--- src/rtl/core/sst_pkg.sv ---
// ----------------------------------------------------------------------------
// sst_pkg
// Shared types and constants for the sorted score table.
// ----------------------------------------------------------------------------
package sst_pkg;

	localparam int TableDepthDefault = 128;
	localparam logic [7:0] TopLimitReset = 8'd30;

	typedef enum logic [2:0] {
		OP_ADD   = 3'd0,
		OP_DELTA = 3'd1,
		OP_SET   = 3'd2,
		OP_FIND  = 3'd3,
		OP_READ  = 3'd4,
		OP_SORT  = 3'd5
	} op_t;

	typedef enum logic [1:0] {
		ST_OK       = 2'd0,
		ST_NOTFOUND = 2'd1,
		ST_FULL     = 2'd2,
		ST_RANGE    = 2'd3
	} status_t;

	typedef struct packed {
		logic [2:0]         operation;
		logic [15:0]        player_id;
		logic signed [31:0] value;
		logic [6:0]         position;
	} in_word_t;

	typedef struct packed {
		logic [1:0]         status;
		logic [15:0]        found_id;
		logic signed [31:0] found_score;
		logic [7:0]         rank;
		logic               in_top;
		logic [7:0]         entry_count;
	} out_word_t;

	typedef enum logic [3:0] {
		S_IDLE,
		S_FIND,     // search for the first matching identifier
		S_SHIFT_L,  // close a slot by moving entries toward the head
		S_PLACE,    // locate insertion point
		S_SHIFT_R,  // move entries toward the tail to open a slot
		S_WRITE,
		S_RD_ISSUE,
		S_RD_TAKE,
		S_SORT_RD,
		S_SORT_CMP,
		S_SORT_END,
		S_DONE
	} fsm_t;

	typedef struct packed {
		logic [47:0] rd_data;
	} mem_rsp_t;

endpackage

--- src/rtl/core/sst_ctrl.sv ---
// ----------------------------------------------------------------------------
// sst_ctrl
// Sequencer: walks the entry store for search, shift, insert and sort.
// ----------------------------------------------------------------------------
module sst_ctrl import sst_pkg::*; #(
	parameter int TABLE_DEPTH = TableDepthDefault,
	localparam int AW = $clog2(TABLE_DEPTH),
	localparam int CW = $clog2(TABLE_DEPTH + 1)
) (
	input  logic          clk,
	input  logic          arst_n,
	input  logic [7:0]    top_limit,
	input  logic          in_valid,
	output logic          in_ready,
	input  in_word_t      in_data,
	output logic          out_valid,
	input  logic          out_ready,
	output out_word_t     out_data,
	output logic          we,
	output logic [AW-1:0] waddr,
	output logic [47:0]   wdata,
	output logic [AW-1:0] raddr,
	input  mem_rsp_t      rsp
);

	fsm_t state_q, state_d;
	in_word_t req_q;
	logic [CW-1:0] cnt_q, idx_q;          // entry count, next read address
	logic pend_q;                         // read issued last cycle
	logic [CW-1:0] hole_q;                // slot to fill
	logic signed [31:0] key_q;            // score being placed
	logic [15:0] kid_q;
	logic [47:0] carry_q;                 // sort: element moving down the pass
	logic swapped_q, first_q;
	status_t st_q;
	logic [CW-1:0] rpos_q;                // result position
	logic [15:0] res_id_q;
	logic signed [31:0] res_sc_q;
	out_word_t res_q;
	logic res_v_q;

	logic [15:0] rd_id;
	logic signed [31:0] rd_sc;
	logic signed [32:0] sum;
	logic signed [31:0] sat;
	logic [7:0] rank_w;
	logic at_end, find_hit, place_hit, sort_swap, in_full, in_range, done_go, has_entry;

	assign rd_id = rsp.rd_data[47:32];
	assign rd_sc = rsp.rd_data[31:0];
	assign sum = 33'(rd_sc) + 33'(req_q.value);
	always_comb begin
		if (sum > 33'sd2147483647) begin
			sat = 32'sh7FFFFFFF;
		end else if (sum < -33'sd2147483648) begin
			sat = 32'sh80000000;
		end else begin
			sat = sum[31:0];
		end
	end
	assign rank_w = 8'(rpos_q) + 8'd1;

	assign at_end = idx_q >= cnt_q;
	assign find_hit = pend_q && (rd_id == req_q.player_id);
	assign place_hit = pend_q && !(rd_sc > key_q);
	assign sort_swap = $signed(carry_q[31:0]) < rd_sc;
	assign in_full = cnt_q >= CW'(TABLE_DEPTH);
	assign in_range = 32'(in_data.position) >= 32'(cnt_q);
	assign done_go = !res_v_q || out_ready;
	assign has_entry = (st_q == ST_OK) && (req_q.operation <= OP_READ);

	assign in_ready = (state_q == S_IDLE);
	assign out_valid = res_v_q;
	assign out_data = res_q;

	// next state
	always_comb begin
		state_d = state_q;
		unique case (state_q)
			S_IDLE: begin
				if (in_valid) begin
					unique case (in_data.operation)
						OP_ADD: state_d = in_full ? S_DONE : S_PLACE;
						OP_DELTA, OP_SET, OP_FIND: state_d = S_FIND;
						OP_READ: state_d = in_range ? S_DONE : S_RD_ISSUE;
						OP_SORT: state_d = (cnt_q < CW'(2)) ? S_DONE : S_SORT_RD;
						default: state_d = S_DONE;
					endcase
				end
			end
			S_FIND: begin
				if (find_hit) begin
					unique case (req_q.operation)
						OP_FIND: state_d = S_DONE;
						OP_SET: state_d = S_WRITE;
						default: state_d = S_SHIFT_L;
					endcase
				end else if (at_end) begin
					state_d = S_DONE;
				end
			end
			S_SHIFT_L: if (at_end) state_d = S_PLACE;
			S_PLACE: if (place_hit || at_end) state_d = S_SHIFT_R;
			S_SHIFT_R: if (idx_q <= hole_q) state_d = S_WRITE;
			S_WRITE: state_d = S_DONE;
			S_RD_ISSUE: state_d = S_RD_TAKE;
			S_RD_TAKE: state_d = S_DONE;
			S_SORT_RD: state_d = S_SORT_CMP;
			S_SORT_CMP: if (!first_q && idx_q == cnt_q) state_d = S_SORT_END;
			S_SORT_END: state_d = swapped_q ? S_SORT_RD : S_DONE;
			S_DONE: if (done_go) state_d = S_IDLE;
			default: state_d = S_IDLE;
		endcase
	end

	// outputs: memory port
	always_comb begin
		we = 1'b0;
		waddr = AW'(idx_q);
		wdata = rsp.rd_data;
		raddr = AW'(idx_q);
		unique case (state_q)
			S_SHIFT_L: begin
				we = pend_q;
				waddr = AW'(idx_q - CW'(2));
			end
			S_SHIFT_R: begin
				raddr = AW'(idx_q - CW'(1));
				we = pend_q;
				waddr = AW'(idx_q + CW'(1));
			end
			S_WRITE: begin
				we = 1'b1;
				waddr = AW'(hole_q);
				wdata = {kid_q, key_q};
			end
			S_SORT_RD: raddr = '0;
			S_SORT_CMP: begin
				we = !first_q;
				waddr = AW'(idx_q - CW'(2));
				wdata = sort_swap ? rsp.rd_data : carry_q;
			end
			S_SORT_END: begin
				we = 1'b1;
				waddr = AW'(cnt_q - CW'(1));
				wdata = carry_q;
			end
			default: ;
		endcase
	end

	always_ff @(posedge clk or negedge arst_n) begin
		if (!arst_n) begin
			state_q <= S_IDLE;
			req_q <= '0;
			cnt_q <= '0;
			idx_q <= '0;
			pend_q <= 1'b0;
			hole_q <= '0;
			key_q <= '0;
			kid_q <= '0;
			carry_q <= '0;
			swapped_q <= 1'b0;
			first_q <= 1'b0;
			st_q <= ST_OK;
			rpos_q <= '0;
			res_id_q <= '0;
			res_sc_q <= '0;
			res_q <= '0;
			res_v_q <= 1'b0;
		end else begin
			state_q <= state_d;
			if (state_q == S_DONE && done_go) begin
				res_v_q <= 1'b1;
				res_q.status <= st_q;
				res_q.entry_count <= 8'(cnt_q);
				if (has_entry) begin
					res_q.found_id <= res_id_q;
					res_q.found_score <= res_sc_q;
					res_q.rank <= rank_w;
					res_q.in_top <= (rank_w != 8'd0) && (rank_w <= top_limit);
				end else begin
					res_q.found_id <= '0;
					res_q.found_score <= '0;
					res_q.rank <= '0;
					res_q.in_top <= 1'b0;
				end
			end else if (out_ready) begin
				res_v_q <= 1'b0;
			end
			unique case (state_q)
				S_IDLE: begin
					if (in_valid) begin
						req_q <= in_data;
						pend_q <= 1'b0;
						key_q <= in_data.value;
						kid_q <= in_data.player_id;
						swapped_q <= 1'b0;
						first_q <= 1'b1;
						rpos_q <= CW'(in_data.position);
						idx_q <= (in_data.operation == OP_READ) ? CW'(in_data.position) : '0;
						if (in_data.operation == OP_ADD && in_full) begin
							st_q <= ST_FULL;
						end else if (in_data.operation == OP_READ && in_range) begin
							st_q <= ST_RANGE;
						end else begin
							st_q <= ST_OK;
						end
					end
				end
				// read issued at idx_q, data of idx_q-1 compared when pend_q
				S_FIND: begin
					if (find_hit) begin
						rpos_q <= idx_q - CW'(1);
						hole_q <= idx_q - CW'(1);
						res_id_q <= rd_id;
						res_sc_q <= rd_sc;
						kid_q <= rd_id;
						if (req_q.operation == OP_DELTA) begin
							key_q <= sat;
						end
						pend_q <= 1'b0;
					end else if (at_end) begin
						st_q <= ST_NOTFOUND;
						pend_q <= 1'b0;
					end else begin
						idx_q <= idx_q + CW'(1);
						pend_q <= 1'b1;
					end
				end
				// write [i-1] <= [i]
				S_SHIFT_L: begin
					if (at_end) begin
						cnt_q <= cnt_q - CW'(1);
						idx_q <= '0;
						pend_q <= 1'b0;
					end else begin
						idx_q <= idx_q + CW'(1);
						pend_q <= 1'b1;
					end
				end
				// first position with score <= key
				S_PLACE: begin
					if (place_hit) begin
						hole_q <= idx_q - CW'(1);
						idx_q <= cnt_q;
						pend_q <= 1'b0;
					end else if (at_end) begin
						hole_q <= cnt_q;
						idx_q <= cnt_q;
						pend_q <= 1'b0;
					end else begin
						idx_q <= idx_q + CW'(1);
						pend_q <= 1'b1;
					end
				end
				// walk down from the tail: write [i+1] <= [i]
				S_SHIFT_R: begin
					if (idx_q > hole_q) begin
						idx_q <= idx_q - CW'(1);
						pend_q <= 1'b1;
					end else begin
						pend_q <= 1'b0;
					end
				end
				S_WRITE: begin
					if (req_q.operation != OP_SET) begin
						cnt_q <= cnt_q + CW'(1);
					end
					rpos_q <= hole_q;
					res_id_q <= kid_q;
					res_sc_q <= key_q;
				end
				S_RD_TAKE: begin
					res_id_q <= rd_id;
					res_sc_q <= rd_sc;
				end
				S_SORT_RD: begin
					idx_q <= CW'(1);
					first_q <= 1'b1;
				end
				// carry_q is the element now at idx_q-2
				S_SORT_CMP: begin
					if (first_q) begin
						first_q <= 1'b0;
						carry_q <= rsp.rd_data;
					end else if (sort_swap) begin
						swapped_q <= 1'b1;
					end else begin
						carry_q <= rsp.rd_data;
					end
					idx_q <= idx_q + CW'(1);
				end
				S_SORT_END: swapped_q <= 1'b0;
				default: ;
			endcase
		end
	end

endmodule

--- config.mk ---
export PLATFORM = sky130hd
export DESIGN_NAME = sst_ctrl
export DESIGN_NICKNAME = d
export VERILOG_FILES = /design/src/rtl/core/sst_pkg.sv /design/src/rtl/core/sst_ctrl.sv
export SDC_FILE = /design/constraint.sdc
export NUM_CORES = 1
export LEC_CHECK = 0
export ABC_AREA = 1
export ABC_CLOCK_PERIOD_IN_PS = 6600
export BUFFER_PORTS_ARGS = -buffer_cell sky130_fd_sc_hd__clkbuf_2
export CORE_ASPECT_RATIO = 1.25
export CORE_MARGIN = 2
export CORE_UTILIZATION = 50
export CTS_CLUSTER_SIZE = 8
export DETAILED_ROUTE_END_ITERATION = 7
export PLACE_DENSITY = 0.7
export SLEW_MARGIN = 20
export SYNTH_ARGS = -nofsm -noshare
export SYNTH_HDL_FRONTEND = slang
export SYNTH_SLANG_ARGS = --single-unit
--- constraint.sdc ---
create_clock -name clk -period 6.6 [get_ports clk]
set_input_delay 0.99 -clock clk [delete_from_list [all_inputs] [get_ports clk]]
set_output_delay 0.99 -clock clk [all_outputs]
set_load 0.005 [all_outputs]
==> impl_results.rst, run 1 <==
.. list-table::
   :header-rows: 1

   * - Metric
     - Value
   * - EDFF count, synth
     - 0
   * - DR vias/cell
     - 5.67
   * - RSZ-0062 raised after global routing
     - false
   * - Largest clock skew in the final design
     - 21.5 ps
   * - Y dimension of the die
     - 233 um
   * - Post-synth design cell area
     - 21,000 um^2
   * - Htree depth
     - 2
   * - Insertion delay of the later-clocked pin in the worst-skew pair
     - 590 ps
   * - Final worst path period share
     - 83.7%
   * - Share of synthesized area occupied by flip-flops and latches
     - 36.3%
   * - Delay of the slowest cell on the worst path
     - 710 ps
   * - Lkg Pwr
     - 12.2 nW
   * - Fill cells
     - 4,003
   * - Clock share of power
     - 17.0%
   * - Outcome
     - completed
   * - Max-slew violation total from the final report
     - 0
   * - Total GRT Usage
     - 32.7%
   * - Total gr overflow
     - 0
   * - Cells along the critical path
     - clkbuf_2 -> inv_1 -> ha_1 -> a21o_1 -> nand3_1 -> nand2_1 -> o21ai_1 -> nand2_1 -> nand3_2 -> nand3_2 -> nand2_2 -> buf_12 -> nand2_1 -> nand3_1 -> nand3_1 -> clkbuf_2
   * - Pin slew with the least headroom to its limit
     - 1090 ps
   * - Final-report hold violation count
     - 0
   * - Logic gate share of total power
     - 55.5%
   * - Flop pwr share
     - 27.4%
   * - # rows
     - 83
   * - Area growth from synthesis to layout
     - 12.8%
   * - Clock transition at the register clock pins on the worst setup and hold paths after CTS
     - 50 ps
   * - Yosys warning total
     - 0
   * - Buffer cell driving the clock tree root
     - sky130_fd_sc_hd__clkbuf_16
   * - GPL Wtd Cong
     - 1.04
   * - Category of cells accounting for the largest share of critical-path delay
     - simple AND/OR/NAND/NOR gates
   * - Placed cell count
     - 3,623
   * - Antenna Nets Post-Route
     - 0
   * - Final cell count without fillers
     - 3,676
   * - Achievable frequency
     - 181 MHz
   * - MaxCap Viol Count
     - 0
   * - Period minus WS final
     - 5520 ps
   * - Power per unit of standard cell area
     - 513 nW/um^2
   * - Startpoint-to-endpoint class of the critical path
     - in -> out
   * - Die Width
     - 187 um
   * - Finish-stage setup viols
     - 0
   * - Total number of vias
     - 20,800
   * - Leading area contributor after synthesis
     - sky130_fd_sc_hd__dfrtp_1
   * - Drt first pass iters
     - 5
   * - Most used flip-flop cell after synthesis
     - sky130_fd_sc_hd__dfrtp_1
   * - Post-synth top area share
     - 36.3%
   * - Average footprint of a synthesized cell
     - 7.15 um^2
   * - Area of the placeable core
     - 41,200 um^2
   * - Maximum net fanout on the critical path
     - 38
   * - Worst setup SP type
     - input port
   * - Net Switching
     - 5.93 mW
   * - Hpwl dp
     - 51.5 mm
   * - Max-slew headroom at the worst pin
     - 26.9%
   * - Data arrival at the endpoint of the critical path
     - 4530 ps
   * - Cell internal pwr
     - 6.20 mW
   * - Die Footprint
     - 43,600 um^2
   * - Post-route setup TNS
     - 0 ps
   * - Final wirelength
     - 71.1 mm
   * - Number of buffers and inverters on the critical path
     - 4
   * - Required arrival time at the worst endpoint
     - 5610 ps
   * - Number of top-level pins
     - 250
   * - Via count of the first global-routing pass
     - 20,400
   * - Count of input and output buffers
     - 249
   * - Nature of the critical path endpoint
     - primary output
   * - Synthesized net count
     - 3,183
   * - WL per Instance
     - 19.4 um
   * - Worst hold path type
     - in -> async
   * - Register bit count reported by yosys
     - 304
   * - Top post-synthesis cells by area
     - sky130_fd_sc_hd__dfrtp_1 (36%), sky130_fd_sc_hd__nand2_1 (15%), sky130_fd_sc_hd__ha_1 (8.0%), sky130_fd_sc_hd__inv_1 (6.7%), sky130_fd_sc_hd__o21ai_0 (5.5%)
   * - Post-CTS Setup Inserts
     - 0
   * - Number of antenna violations at the first check in global routing
     - 3
   * - Async SR Flop Fraction
     - 100%
   * - Cts-stage hold buffer count
     - 0
   * - Clk sink count
     - 304
   * - Cts bufs inserted
     - 44
   * - Post-synthesis cell type count
     - 63
   * - Clock Path Buffers
     - 3
   * - Fraction of power spent switching nets
     - 48.9%
   * - Post-Syn Instances
     - 2,930
   * - Starting DRC count in detailed routing
     - 1,739
   * - Maximum resistive drop on vdd
     - 0.000369 V
   * - Starting utilization of the core area
     - 50.8%
   * - DRC violation count after routing
     - 0
   * - Share of post-route cells with drive strength above 1
     - 14.1%
   * - Global-route wire length before repair
     - 112 mm
   * - Clock tree from TritonCTS
     - yes
   * - Net count reported at finish
     - 3,371
   * - Post-CTS Resized
     - 0
   * - Maximum number of pins on one net before global-route repair
     - 126
   * - Critical Path Slowest Stage Cell
     - sky130_fd_sc_hd__nand3_2
-- placed cells by master, fill, tap and decap left out, types with 6 or more instances in the layout --
cell type                     n
sky130_fd_sc_hd__buf_4       14
sky130_fd_sc_hd__a21oi_1    111
sky130_fd_sc_hd__nand3_1    204
sky130_fd_sc_hd__nor2_2       9
sky130_fd_sc_hd__xor2_1      41
sky130_fd_sc_hd__nand2_1    850
sky130_fd_sc_hd__nand4_1     22
sky130_fd_sc_hd__inv_1      376
sky130_fd_sc_hd__o211ai_1    10
sky130_fd_sc_hd__clkbuf_16   44
sky130_fd_sc_hd__dfrtp_1    304
sky130_fd_sc_hd__o21ai_0    230
sky130_fd_sc_hd__ha_1       134
sky130_fd_sc_hd__mux2_2      12
sky130_fd_sc_hd__inv_2       22
sky130_fd_sc_hd__xnor2_1     15
sky130_fd_sc_hd__a31oi_1     20
sky130_fd_sc_hd__nand3_2      6
sky130_fd_sc_hd__nor2_1     135
sky130_fd_sc_hd__nand2_2     20
sky130_fd_sc_hd__a21oi_2     31
sky130_fd_sc_hd__clkbuf_2   248
sky130_fd_sc_hd__o21ai_1    147
sky130_fd_sc_hd__o22ai_1     14
sky130_fd_sc_hd__nor3_1      16
-- state kept, by name, summed over array words and instances (netlist names), 16 cells and up --
signal    flops
out_data     67
req_q        51
carry_q      48
key_q        32
res_sc_q     32
kid_q        16
res_id_q     16
-- worst register-to-register path, cell delays in order (launching register included) --
cell and delay, ps:
sky130_fd_sc_hd__dfrtp_1 410, sky130_fd_sc_hd__nor2_2 280, sky130_fd_sc_hd__inv_2 120, sky130_fd_sc_hd__nor2_2 490, sky130_fd_sc_hd__nand2_4 720, sky130_fd_sc_hd__nand2_4 650, sky130_fd_sc_hd__o21ai_4 420, sky130_fd_sc_hd__buf_4 430
sky130_fd_sc_hd__a21oi_2 220, sky130_fd_sc_hd__nand2_1 70, sky130_fd_sc_hd__nand2_1 50
-- synthesized netlist by cell type, types with 3 or more instances --
library cell and number:
sky130_fd_sc_hd__xnor2_1 15, sky130_fd_sc_hd__buf_2 40, sky130_fd_sc_hd__a31oi_1 20, sky130_fd_sc_hd__mux2_2 12, sky130_fd_sc_hd__o22ai_1 14, sky130_fd_sc_hd__nor3_1 16
sky130_fd_sc_hd__buf_4 16, sky130_fd_sc_hd__o31ai_1 4, sky130_fd_sc_hd__nand2_1 853, sky130_fd_sc_hd__nand2_2 19, sky130_fd_sc_hd__buf_6 12, sky130_fd_sc_hd__o21a_1 4
sky130_fd_sc_hd__clkbuf_1 47, sky130_fd_sc_hd__inv_1 376, sky130_fd_sc_hd__clkinv_1 5, sky130_fd_sc_hd__dfrtp_1 304, sky130_fd_sc_hd__buf_1 8, sky130_fd_sc_hd__nand3_1 204
sky130_fd_sc_hd__a21oi_2 31, sky130_fd_sc_hd__o2111ai_1 3, sky130_fd_sc_hd__nand2_4 3, sky130_fd_sc_hd__inv_2 22, sky130_fd_sc_hd__o211ai_1 10, sky130_fd_sc_hd__nor2_2 11
sky130_fd_sc_hd__xor2_1 41, sky130_fd_sc_hd__a22oi_1 5, sky130_fd_sc_hd__o21ai_1 147, sky130_fd_sc_hd__o21bai_1 3, sky130_fd_sc_hd__nand4_1 22, sky130_fd_sc_hd__nand3_2 6
sky130_fd_sc_hd__ha_1 134, sky130_fd_sc_hd__a21o_1 4, sky130_fd_sc_hd__a21oi_1 111, sky130_fd_sc_hd__o21ai_0 230, sky130_fd_sc_hd__nor2_1 136
-- power by group through the flow --
stage	Sequential [mW]	Combinational (mW)	Clock [mW]
finish	3.33	6.74	2.06
global route	3.42	7.50	2.16
CTS	3.32	6.67	2.10
detailed placement	3.33	6.63	0
global placement	3.31	6.50	0
floorplan	3.16	4.63	0
-- logic make-up (layout without fill, tap and decap cells) --
kind of cell	count (synthesis)	after routing	synth area share, %
adders and majority gates	135	135	8.10
other	0	1	0
muxes	12	12	0.645
buffers and inverters	527	720	10.4
AOI/OAI and AO/OA	609	609	16.3
and+or+nand+nor	1287	1287	25.9
xor gates and xnor gates	56	56	2.34
DFF	304	304	36.3
-- path summary, 6_finish.rpt --
kind,slack [ps],depth (start not counted),start,to
setup reg to reg,2690,10,state_q[3],key_q[6]
setup / recovery,1080,16,rsp[5],wdata[11]
max in group asynchronous,4710,2,arst_n,hole_q[1]
hold / removal,440,1,arst_n,res_id_q[14]
min in group clk,470,2,swapped_q,swapped_q
hold reg to reg,470,2,swapped_q,swapped_q
-- routing by layer --
| layer | global-route usage [%] | wire [um] | part of all wire, % | vias to the layer above |
|---|---|---|---|---|
| met5 | 0 | 12 | 0.017 | - |
| met4 | 15.6 | 3360 | 4.7 | 2 |
| met3 | 4.13 | 4720 | 6.6 | 197 |
| met2 | 57.1 | 34800 | 49 | 899 |
| met1 | 40.2 | 28300 | 40 | 9888 |
| li1 | - | - | - | 9859 |
-- metrics by stage --
stage | power [mW] | utilization [%] | instance area [um^2] | hold WS (ps) | setup WS (ps)
after floorplan | 7.79 | - | 21000 | 434 | 2960
after global placement | 9.81 | 54.4 | 22400 | 453 | 1220
after detailed placement | 9.96 | 54.4 | 22400 | 462 | 1130
after CTS | 12.1 | 57.3 | 23600 | 475 | 1180
after global routing | 13.1 | 57.3 | 23600 | 501 | 954
final | 12.1 | 57.3 | 23600 | 440 | 1080
-- area by class of cell --
| cell class | count | area (um^2) | area share [%] |
|---|---|---|---|
| diodes | 1 | 2.50 | 0.0106 |
| clock buffers | 48 | 1130 | 4.76 |
| clock inverters | 3 | 55.1 | 0.233 |
| inverters | 403 | 1510 | 6.40 |
| multi-input cells | 2099 | 11200 | 47.4 |
| flip-flops and latches | 304 | 7610 | 32.2 |
| well taps | 552 | 691 | 2.92 |
| repair buffers | 266 | 1430 | 6.05 |
(Power assumes the default switching activity.)
==> run 2: changes to the inputs <==
Settings changed: ABC_AREA 1 to 0, ABC_CLOCK_PERIOD_IN_PS 6600 to 5200, PLACE_DENSITY 0.7 to 0.71.
Clock period 6.6 ns to 5.2 ns, I/O delays scaled along.
==> run 2 against run 1 <==
Cell area down 8.0%. Synthesized area shrank 9.7%. Combinational power up 12%. Largest cell class unchanged. Largest power group unchanged.
==> impl_results.rst, run 2 <==
.. list-table::
   :header-rows: 1

   * - Metric
     - Value
   * - Largest clock skew in the final design
     - 19.1 ps (was 21.5 ps)
   * - Worst hold path type
     - in -> async (unchanged)
   * - Final core utilization
     - 58.4% (was 57.3%)
   * - Final-report hold violation count
     - 0 (unchanged)
   * - Area of the placeable core
     - 37,300 um^2 (was 41,200 um^2)
   * - Y dimension of the die
     - 222 um (was 233 um)
   * - Cells along the critical path
     - clkbuf_2 -> inv_1 -> ha_1 -> and3_1 -> a221o_1 -> a31oi_1 -> o221ai_1 -> o41ai_2 -> nand3_1 -> nand3_1 -> nand2_2 -> buf_12 -> a221o_1 -> clkbuf_2 (was clkbuf_2 -> inv_1 -> ha_1 -> a21o_1 -> nand3_1 -> nand2_1 -> o21ai_1 -> nand2_1 -> nand3_2 -> nand3_2 -> nand2_2 -> buf_12 -> nand2_1 -> nand3_1 -> nand3_1 -> clkbuf_2)
   * - Startpoint-to-endpoint class of the critical path
     - in -> out (unchanged)
   * - Share of post-route cells with drive strength above 1
     - 19.7% (was 14.1%)
   * - Nature of the critical path endpoint
     - primary output (unchanged)
   * - Die Footprint
     - 39,400 um^2 (was 43,600 um^2)
   * - Cts-stage hold buffer count
     - 0 (unchanged)
   * - Maximum net fanout on the critical path
     - 29 (was 38)
   * - Max FFs per register
     - 67 (unchanged)
   * - DR vias/cell
     - 6.21 (was 5.67)
   * - Htree depth
     - 2 (unchanged)
   * - Clock Path Buffers
     - 3 (unchanged)
   * - Starting utilization of the core area
     - 50.8% (about the same)
   * - Worst setup SP type
     - input port (unchanged)
   * - Instance area after placement
     - 20,600 um^2 (was 22,400 um^2)
   * - Average footprint of a synthesized cell
     - 9.29 um^2 (was 7.15 um^2)
   * - Synthesized net count
     - 2,290 (was 3,183)
   * - Minimum setup slack in the final design
     - 428 ps (was 1080 ps)
   * - Starting DRC count in detailed routing
     - 1,345 (was 1,739)
   * - MaxCap Viol Count
     - 0 (unchanged)
   * - Number of buffers and inverters on the critical path
     - 4 (unchanged)
   * - EDFF count, synth
     - 0 (unchanged)
   * - Max-slew violation total from the final report
     - 0 (unchanged)
   * - Total gr overflow
     - 0 (unchanged)
   * - Commonest non-fill, non-tap cell in the layout
     - sky130_fd_sc_hd__dfrtp_1 (was sky130_fd_sc_hd__nand2_1)
   * - Total number of vias
     - 17,000 (was 20,800)
   * - Finish-stage setup viols
     - 0 (unchanged)
   * - Post-synth design cell area
     - 18,900 um^2 (was 21,000 um^2)
   * - Buffer cell driving the clock tree root
     - sky130_fd_sc_hd__clkbuf_16 (unchanged)
   * - Number of top-level pins
     - 250 (unchanged)
   * - Max-slew headroom at the worst pin
     - 38.4% (was 26.9%)
   * - Fill cells
     - 3,322 (was 4,003)
   * - Net count reported at finish
     - 2,500 (was 3,371)
   * - Maximum number of pins on one net before global-route repair
     - 108 (was 126)
   * - Count of input and output buffers
     - 249 (unchanged)
   * - Pin slew with the least headroom to its limit
     - 924 ps (was 1090 ps)
   * - Share of synthesized area occupied by flip-flops and latches
     - 40.2% (was 36.3%)
   * - Outcome
     - completed (unchanged)
   * - Area growth from synthesis to layout
     - 14.9% (was 12.8%)
   * - Maximum resistive drop on vdd
     - 0.000340 V (was 0.000369 V)
   * - Die Width
     - 178 um (was 187 um)
   * - Lkg Pwr
     - 10.6 nW (was 12.2 nW)
   * - Power per unit of standard cell area
     - 663 nW/um^2 (was 513 nW/um^2)
   * - Number of antenna violations at the first check in global routing
     - 2 (was 3)
   * - Data arrival at the endpoint of the critical path
     - 3990 ps (was 4530 ps)
   * - WL per Instance
     - 22.4 um (was 19.4 um)
   * - Post-route setup TNS
     - 0 ps (unchanged)
   * - Most used flip-flop cell after synthesis
     - sky130_fd_sc_hd__dfrtp_1 (unchanged)
   * - Required arrival time at the worst endpoint
     - 4420 ps (was 5610 ps)
   * - Post-CTS Resized
     - 0 (unchanged)
   * - Pre-CTS setup slack
     - 459 ps (was 1130 ps)
   * - Post-synthesis cell type count
     - 86 (was 63)
   * - Top post-synthesis cells by area
     - sky130_fd_sc_hd__dfrtp_1 (40%), sky130_fd_sc_hd__ha_1 (8.9%), sky130_fd_sc_hd__mux2_2 (5.0%), sky130_fd_sc_hd__a21oi_1 (4.6%), sky130_fd_sc_hd__nand2_1 (4.3%) (was sky130_fd_sc_hd__dfrtp_1 (36%), sky130_fd_sc_hd__nand2_1 (15%), sky130_fd_sc_hd__ha_1 (8.0%), sky130_fd_sc_hd__inv_1 (6.7%), sky130_fd_sc_hd__o21ai_0 (5.5%))
   * - Yosys warning total
     - 0 (unchanged)
   * - Antenna Nets Post-Route
     - 0 (unchanged)
   * - Hpwl dp
     - 45.7 mm (was 51.5 mm)
   * - Cts bufs inserted
     - 44 (unchanged)
   * - GPL Wtd Cong
     - 1.00 (was 1.04)
   * - Most used standard cells in the synthesized netlist
     - sky130_fd_sc_hd__dfrtp_1 (304), sky130_fd_sc_hd__nand2_1 (216), sky130_fd_sc_hd__a21oi_1 (173) (was sky130_fd_sc_hd__nand2_1 (853), sky130_fd_sc_hd__inv_1 (376), sky130_fd_sc_hd__dfrtp_1 (304))
   * - Critical Path Slowest Stage Cell
     - sky130_fd_sc_hd__a221o_1 (was sky130_fd_sc_hd__nand3_2)
   * - Final worst path period share
     - 91.8%
   * - Post-synth top area share
     - 40.2% (was 36.3%)
   * - Final wirelength
     - 61.5 mm (was 71.1 mm)
   * - Delay of the slowest cell on the worst path
     - 380 ps (was 710 ps)
   * - Leading area contributor after synthesis
     - sky130_fd_sc_hd__dfrtp_1 (unchanged)
   * - Insertion delay of the later-clocked pin in the worst-skew pair
     - 550 ps (was 590 ps)
   * - Final Cell Area
     - 21,800 um^2 (was 23,600 um^2)
   * - Most used standard cell by instance count after synthesis
     - sky130_fd_sc_hd__dfrtp_1 (was sky130_fd_sc_hd__nand2_1)
   * - Period minus WS final
     - 4770 ps
   * - Clock tree from TritonCTS
     - yes (unchanged)
   * - DRC violation count after routing
     - 0 (unchanged)
   * - Register bit count reported by yosys
     - 304 (unchanged)
   * - Via count of the first global-routing pass
     - 17,200 (was 20,400)
   * - # rows
     - 79 (was 83)
   * - Clk sink count
     - 304 (unchanged)
   * - Commonest cells after routing, fill and taps aside
     - sky130_fd_sc_hd__dfrtp_1 (304), sky130_fd_sc_hd__clkbuf_2 (248), sky130_fd_sc_hd__nand2_1 (213) (was sky130_fd_sc_hd__nand2_1 (850), sky130_fd_sc_hd__inv_1 (376), sky130_fd_sc_hd__dfrtp_1 (304))
   * - Category of cells accounting for the largest share of critical-path delay
     - compound AO/OA/AOI/OAI gates (was simple AND/OR/NAND/NOR gates)
   * - Post-Syn Instances
     - 2,037 (was 2,930)
   * - Total GRT Usage
     - 31.3% (was 32.7%)
   * - Drt first pass iters
     - 5 (unchanged)
   * - Post-CTS Setup Inserts
     - 0 (unchanged)
   * - Clock transition at the register clock pins on the worst setup and hold paths after CTS
     - 50 ps (about the same)
   * - Async SR Flop Fraction
     - 100% (unchanged)
   * - Achievable frequency
     - 210 MHz
   * - RSZ-0062 raised after global routing
     - false (unchanged)
   * - Global-route wire length before repair
     - 95.6 mm (was 112 mm)
   * - Multi-input logic area
     - 10,400 um^2 (was 11,200 um^2)
   * - FF/Latch Area
     - 7610 um^2 (unchanged)
-- run 2: changes by cell type in the layout (fill, tap and decap cells not counted), sizes merged, moves of 24 or more --
cell,before,now
o21ai,380,163
nand3,211,38
xnor2,15,50
a21oi,144,175
inv,399,118
a21o,4,32
a221o,0,50
nand2,875,216
a22o,2,54
mux2,12,103
mux2i,0,24
-- run 2: cell families after synthesis --
logic type / Yosys count / share of synthesized area (%)
compound gates: 631 / 22.2
xor+xnor: 68 / 3.15
fa+ha+maj: 136 / 9.02
buf+inv: 233 / 5.18
flops: 304 / 40.2
mux: 127 / 7.40
simple gates: 538 / 12.9
-- run 2: final timing paths --
kind	startpoint	endpoint	slack, ps	depth (start not counted)
worst max-delay path	rsp[6]	wdata[38]	430	14
max in group asynchronous	arst_n	state_q[3]	3680	2
min in group clk	kid_q[13]	kid_q[13]	470	2
worst min-delay path	arst_n	out_data[15]	220	1
worst max register to register	key_q[5]	idx_q[6]	1700	11
worst min register to register	kid_q[13]	kid_q[13]	470	2
-- run 2: routing by layer --
metal / share of wire, % / GRT usage (%) / vias up
met2: 49 / 52.2 / 747
met1: 39 / 38.4 / 8270
met4: 6.0 / 18.5 / 0
li1: - / - / 7805
met5: 0 / 0 / -
met3: 6.7 / 4.24 / 195
-- run 2: stage by stage --
stage               power [mW]  hold WS, ps  cells
floorplan                 9.32          442   2037
global placement          11.6          453   2687
detailed placement        11.8          465   2687
CTS                       14.4          279   2737
global route              15.5          307   2739
finish                    14.4          217   2739
-- run 2: layout make-up --
cell class                 count  share of cell area [%]
sequential                   304                    35.0
clock buffer                  47                    5.21
tap                          486                    2.80
clock inverter                 3                   0.121
timing repair buffer         279                    7.04
inverter                     118                    2.04
multi-input combinational   1500                    47.8
antenna                        2                  0.0230
-- run 2: worst reg2reg max path: stages (launching register included) --
cell	delay, ps
sky130_fd_sc_hd__dfrtp_1	380
sky130_fd_sc_hd__inv_1	110
sky130_fd_sc_hd__ha_1	250
sky130_fd_sc_hd__a21oi_1	160
sky130_fd_sc_hd__o21ai_0	110
sky130_fd_sc_hd__a221oi_1	420
sky130_fd_sc_hd__o221ai_1	300
sky130_fd_sc_hd__a21oi_2	400
sky130_fd_sc_hd__or3_1	470
sky130_fd_sc_hd__o21ai_4	140
sky130_fd_sc_hd__a221o_1	380
sky130_fd_sc_hd__mux2_2	260
-- run 2: power by group --
part	total [mW]	switching [mW]	internal (mW)
Clock	2.54	1.02	1.52
Combinational	7.54	4.33	3.20
Sequential	4.35	0.920	3.43
Total	14.4	6.27	8.16
==> run 3: changes to the inputs <==
Settings changed: ABC_AREA 0 to 1, GPL_TIMING_DRIVEN set to 0, PLACE_DENSITY 0.71 to 0.7.
==> run 3 against run 2 <==
Clock-buffer cell count is 3 lower. Total power up 11%. Register-to-register slack better by 220 ps. Combinational power rose by 22%. Sequential cell count unchanged. First-iteration DRC count grew 60%. Global-route usage rose by 6.4 points. Clock skew increased by 26 ps. Largest cell class unchanged.
==> impl_results.rst, run 3 (synthesis gave the netlist of run 1 again) <==
.. list-table::
   :header-rows: 1

   * - Metric
     - Value
   * - Data arrival at the endpoint of the critical path
     - 3770 ps (was 3990 ps)
   * - Buffer cell driving the clock tree root
     - sky130_fd_sc_hd__clkbuf_16 (unchanged)
   * - Clock Path Buffers
     - 3 (unchanged)
   * - Final Cell Area
     - 24,200 um^2 (was 21,800 um^2)
   * - Total gr overflow
     - 0 (unchanged)
   * - Largest clock skew in the final design
     - 45.3 ps (was 19.1 ps)
   * - Die Width
     - 187 um (was 178 um)
   * - Starting utilization of the core area
     - 50.8% (about the same)
   * - Pin slew with the least headroom to its limit
     - 1010 ps (was 924 ps)
   * - Commonest cells after routing, fill and taps aside
     - sky130_fd_sc_hd__nand2_1 (853), sky130_fd_sc_hd__inv_1 (376), sky130_fd_sc_hd__dfrtp_1 (304) (was sky130_fd_sc_hd__dfrtp_1 (304), sky130_fd_sc_hd__clkbuf_2 (248), sky130_fd_sc_hd__nand2_1 (213))
   * - Worst setup SP type
     - input port (unchanged)
   * - Max-slew headroom at the worst pin
     - 32.5% (was 38.4%)
   * - Required arrival time at the worst endpoint
     - 4420 ps (about the same)
   * - Hpwl dp
     - 64.2 mm (was 45.7 mm)
   * - Insertion delay of the later-clocked pin in the worst-skew pair
     - 600 ps (was 550 ps)
   * - Final worst path period share
     - 87.4% (was 91.8%)
   * - Reg2Reg Depth
     - 14 (was 11)
   * - GPL Wtd Cong
     - 0.936 (was 1.00)
   * - Max FFs per register
     - 67 (unchanged)
   * - Die Footprint
     - 43,600 um^2 (was 39,400 um^2)
   * - Net count reported at finish
     - 3,482 (was 2,500)
   * - Global-route wire length before repair
     - 125 mm (was 95.6 mm)
   * - Share of post-route cells with drive strength above 1
     - 15.3% (was 19.7%)
   * - Cts-stage hold buffer count
     - 0 (unchanged)
   * - Clock tree from TritonCTS
     - yes (unchanged)
   * - Number of antenna violations at the first check in global routing
     - 1 (was 2)
   * - Outcome
     - completed (unchanged)
   * - DRC violation count after routing
     - 0 (unchanged)
   * - Maximum resistive drop on vdd
     - 0.000325 V (was 0.000340 V)
   * - Final core utilization
     - 58.7% (was 58.4%)
   * - Startpoint-to-endpoint class of the critical path
     - in -> out (unchanged)
   * - Total number of vias
     - 21,800 (was 17,000)
   * - Max-slew violation total from the final report
     - 0 (unchanged)
   * - # rows
     - 83 (was 79)
   * - Instance area after placement
     - 23,000 um^2 (was 20,600 um^2)
   * - Antenna Nets Post-Route
     - 0 (unchanged)
   * - WL per Instance
     - 21.8 um (was 22.4 um)
   * - Power per unit of standard cell area
     - 665 nW/um^2 (was 663 nW/um^2)
   * - Worst reg-to-reg setup slack
     - 1920 ps (was 1700 ps)
   * - Drt first pass iters
     - 6 (was 5)
   * - Finish-stage setup viols
     - 0 (unchanged)
   * - Count of input and output buffers
     - 249 (unchanged)
   * - Clock transition at the register clock pins on the worst setup and hold paths after CTS
     - 50 ps (about the same)
   * - Htree depth
     - 2 (unchanged)
   * - Lkg Pwr
     - 12.5 nW (was 10.6 nW)
   * - Starting DRC count in detailed routing
     - 2,146 (was 1,345)
   * - Post-CTS Setup Inserts
     - 0 (unchanged)
   * - Area growth from synthesis to layout
     - 15.5% (was 14.9%)
   * - Post-route setup TNS
     - 0 ps (unchanged)
   * - Final wirelength
     - 82.6 mm (was 61.5 mm)
   * - Area of the placeable core
     - 41,200 um^2 (was 37,300 um^2)
   * - Worst hold slack
     - 122 ps (was 217 ps)
   * - Number of top-level pins
     - 250 (unchanged)
   * - Clk sink count
     - 304 (unchanged)
   * - Maximum net fanout on the critical path
     - 10 (was 29)
   * - Achievable frequency
     - 220 MHz (was 210 MHz)
   * - Total power after layout
     - 16.1 mW (was 14.4 mW)
   * - Nature of the critical path endpoint
     - primary output (unchanged)
   * - Y dimension of the die
     - 233 um (was 222 um)
   * - Period minus WS final
     - 4550 ps (was 4770 ps)
   * - MaxCap Viol Count
     - 0 (unchanged)
   * - DR vias/cell
     - 5.76 (was 6.21)
   * - Worst hold path type
     - in -> async (unchanged)
   * - Post-CTS Resized
     - 0 (unchanged)
   * - RSZ-0062 raised after global routing
     - false (unchanged)
   * - Commonest non-fill, non-tap cell in the layout
     - sky130_fd_sc_hd__nand2_1 (was sky130_fd_sc_hd__dfrtp_1)
   * - Via count of the first global-routing pass
     - 21,600 (was 17,200)
   * - Total GRT Usage
     - 37.7% (was 31.3%)
   * - Final-report hold violation count
     - 0 (unchanged)
   * - Maximum number of pins on one net before global-route repair
     - 76 (was 108)
   * - Cts bufs inserted
     - 44 (unchanged)
-- run 3: cell count changes in the layout (fill, tap and decap cells not counted), sizes merged, moves of 24 or more --
cell    change
xnor2      -35
mux2i      -24
a221o      -50
a22o       -52
buf        +49
mux2       -91
a21oi      -31
nand3     +173
a21o       -28
clkbuf     +46
o21ai     +217
nand2     +659
inv       +281
-- run 3: worst max-delay path, stage by stage --
cell and delay (ps):
sky130_fd_sc_hd__clkbuf_2 160, sky130_fd_sc_hd__inv_1 140, sky130_fd_sc_hd__ha_1 300, sky130_fd_sc_hd__o21ai_1 60
sky130_fd_sc_hd__nand2_1 70, sky130_fd_sc_hd__nand3_1 80, sky130_fd_sc_hd__a21oi_1 160, sky130_fd_sc_hd__o21ai_1 90
sky130_fd_sc_hd__nand2_1 140, sky130_fd_sc_hd__nand3_2 110, sky130_fd_sc_hd__nand3_2 120, sky130_fd_sc_hd__buf_4 220
sky130_fd_sc_hd__clkbuf_1 590, sky130_fd_sc_hd__nand3_1 150, sky130_fd_sc_hd__nand3_1 120, sky130_fd_sc_hd__nand3_1 280
sky130_fd_sc_hd__clkbuf_2 210
-- run 3: worst paths after layout --
path,start,endpoint
worst max register to register,cnt_q[5],idx_q[6]
max in group asynchronous,arst_n,key_q[30]
worst max-delay path,rsp[1],wdata[28]
worst min register to register,swapped_q,swapped_q
min in group clk,out_ready,out_valid
worst min-delay path,arst_n,res_id_q[7]
-- run 3: per-layer routing --
| layer | share of wire (%) | vias up | global-route usage (%) |
|---|---|---|---|
| met4 | 7.8 | 0 | 26.2 |
| met1 | 38 | 10400 | 44.2 |
| met2 | 47 | 1087 | 63.9 |
| li1 | - | 10100 | - |
| met5 | 0 | - | 0 |
| met3 | 7.3 | 297 | 5.61 |
-- run 3: through the flow --
step	instances	setup slack, ps
2_1_floorplan	2930	1980
3_3_place_gp	3731	-3360
3_5_place_dp	3735	797
4_1_cts	3784	788
5_1_grt	3785	575
6_report	3785	653
-- run 3: cell type report --
| cell class | count | area [um^2] |
|---|---|---|
| clock buffers | 44 | 1100 |
| clock inverters | 5 | 81.3 |
| inverters | 403 | 1510 |
| fillers | 4007 | 17000 |
| well taps | 552 | 691 |
| plain buffers | 124 | 667 |
| diodes | 1 | 2.50 |
| repair buffers | 253 | 1370 |
| flip-flops and latches | 304 | 7610 |
| multi-input cells | 2099 | 11200 |
-- run 3: power by group --
group / internal (mW) / switching, mW / leakage, nW
Combinational: 3.04 / 6.18 / 8.05
Sequential: 3.47 / 0.768 / 3.86
Clock: 1.50 / 1.13 / 0.574
Total: 8.02 / 8.07 / 12.5
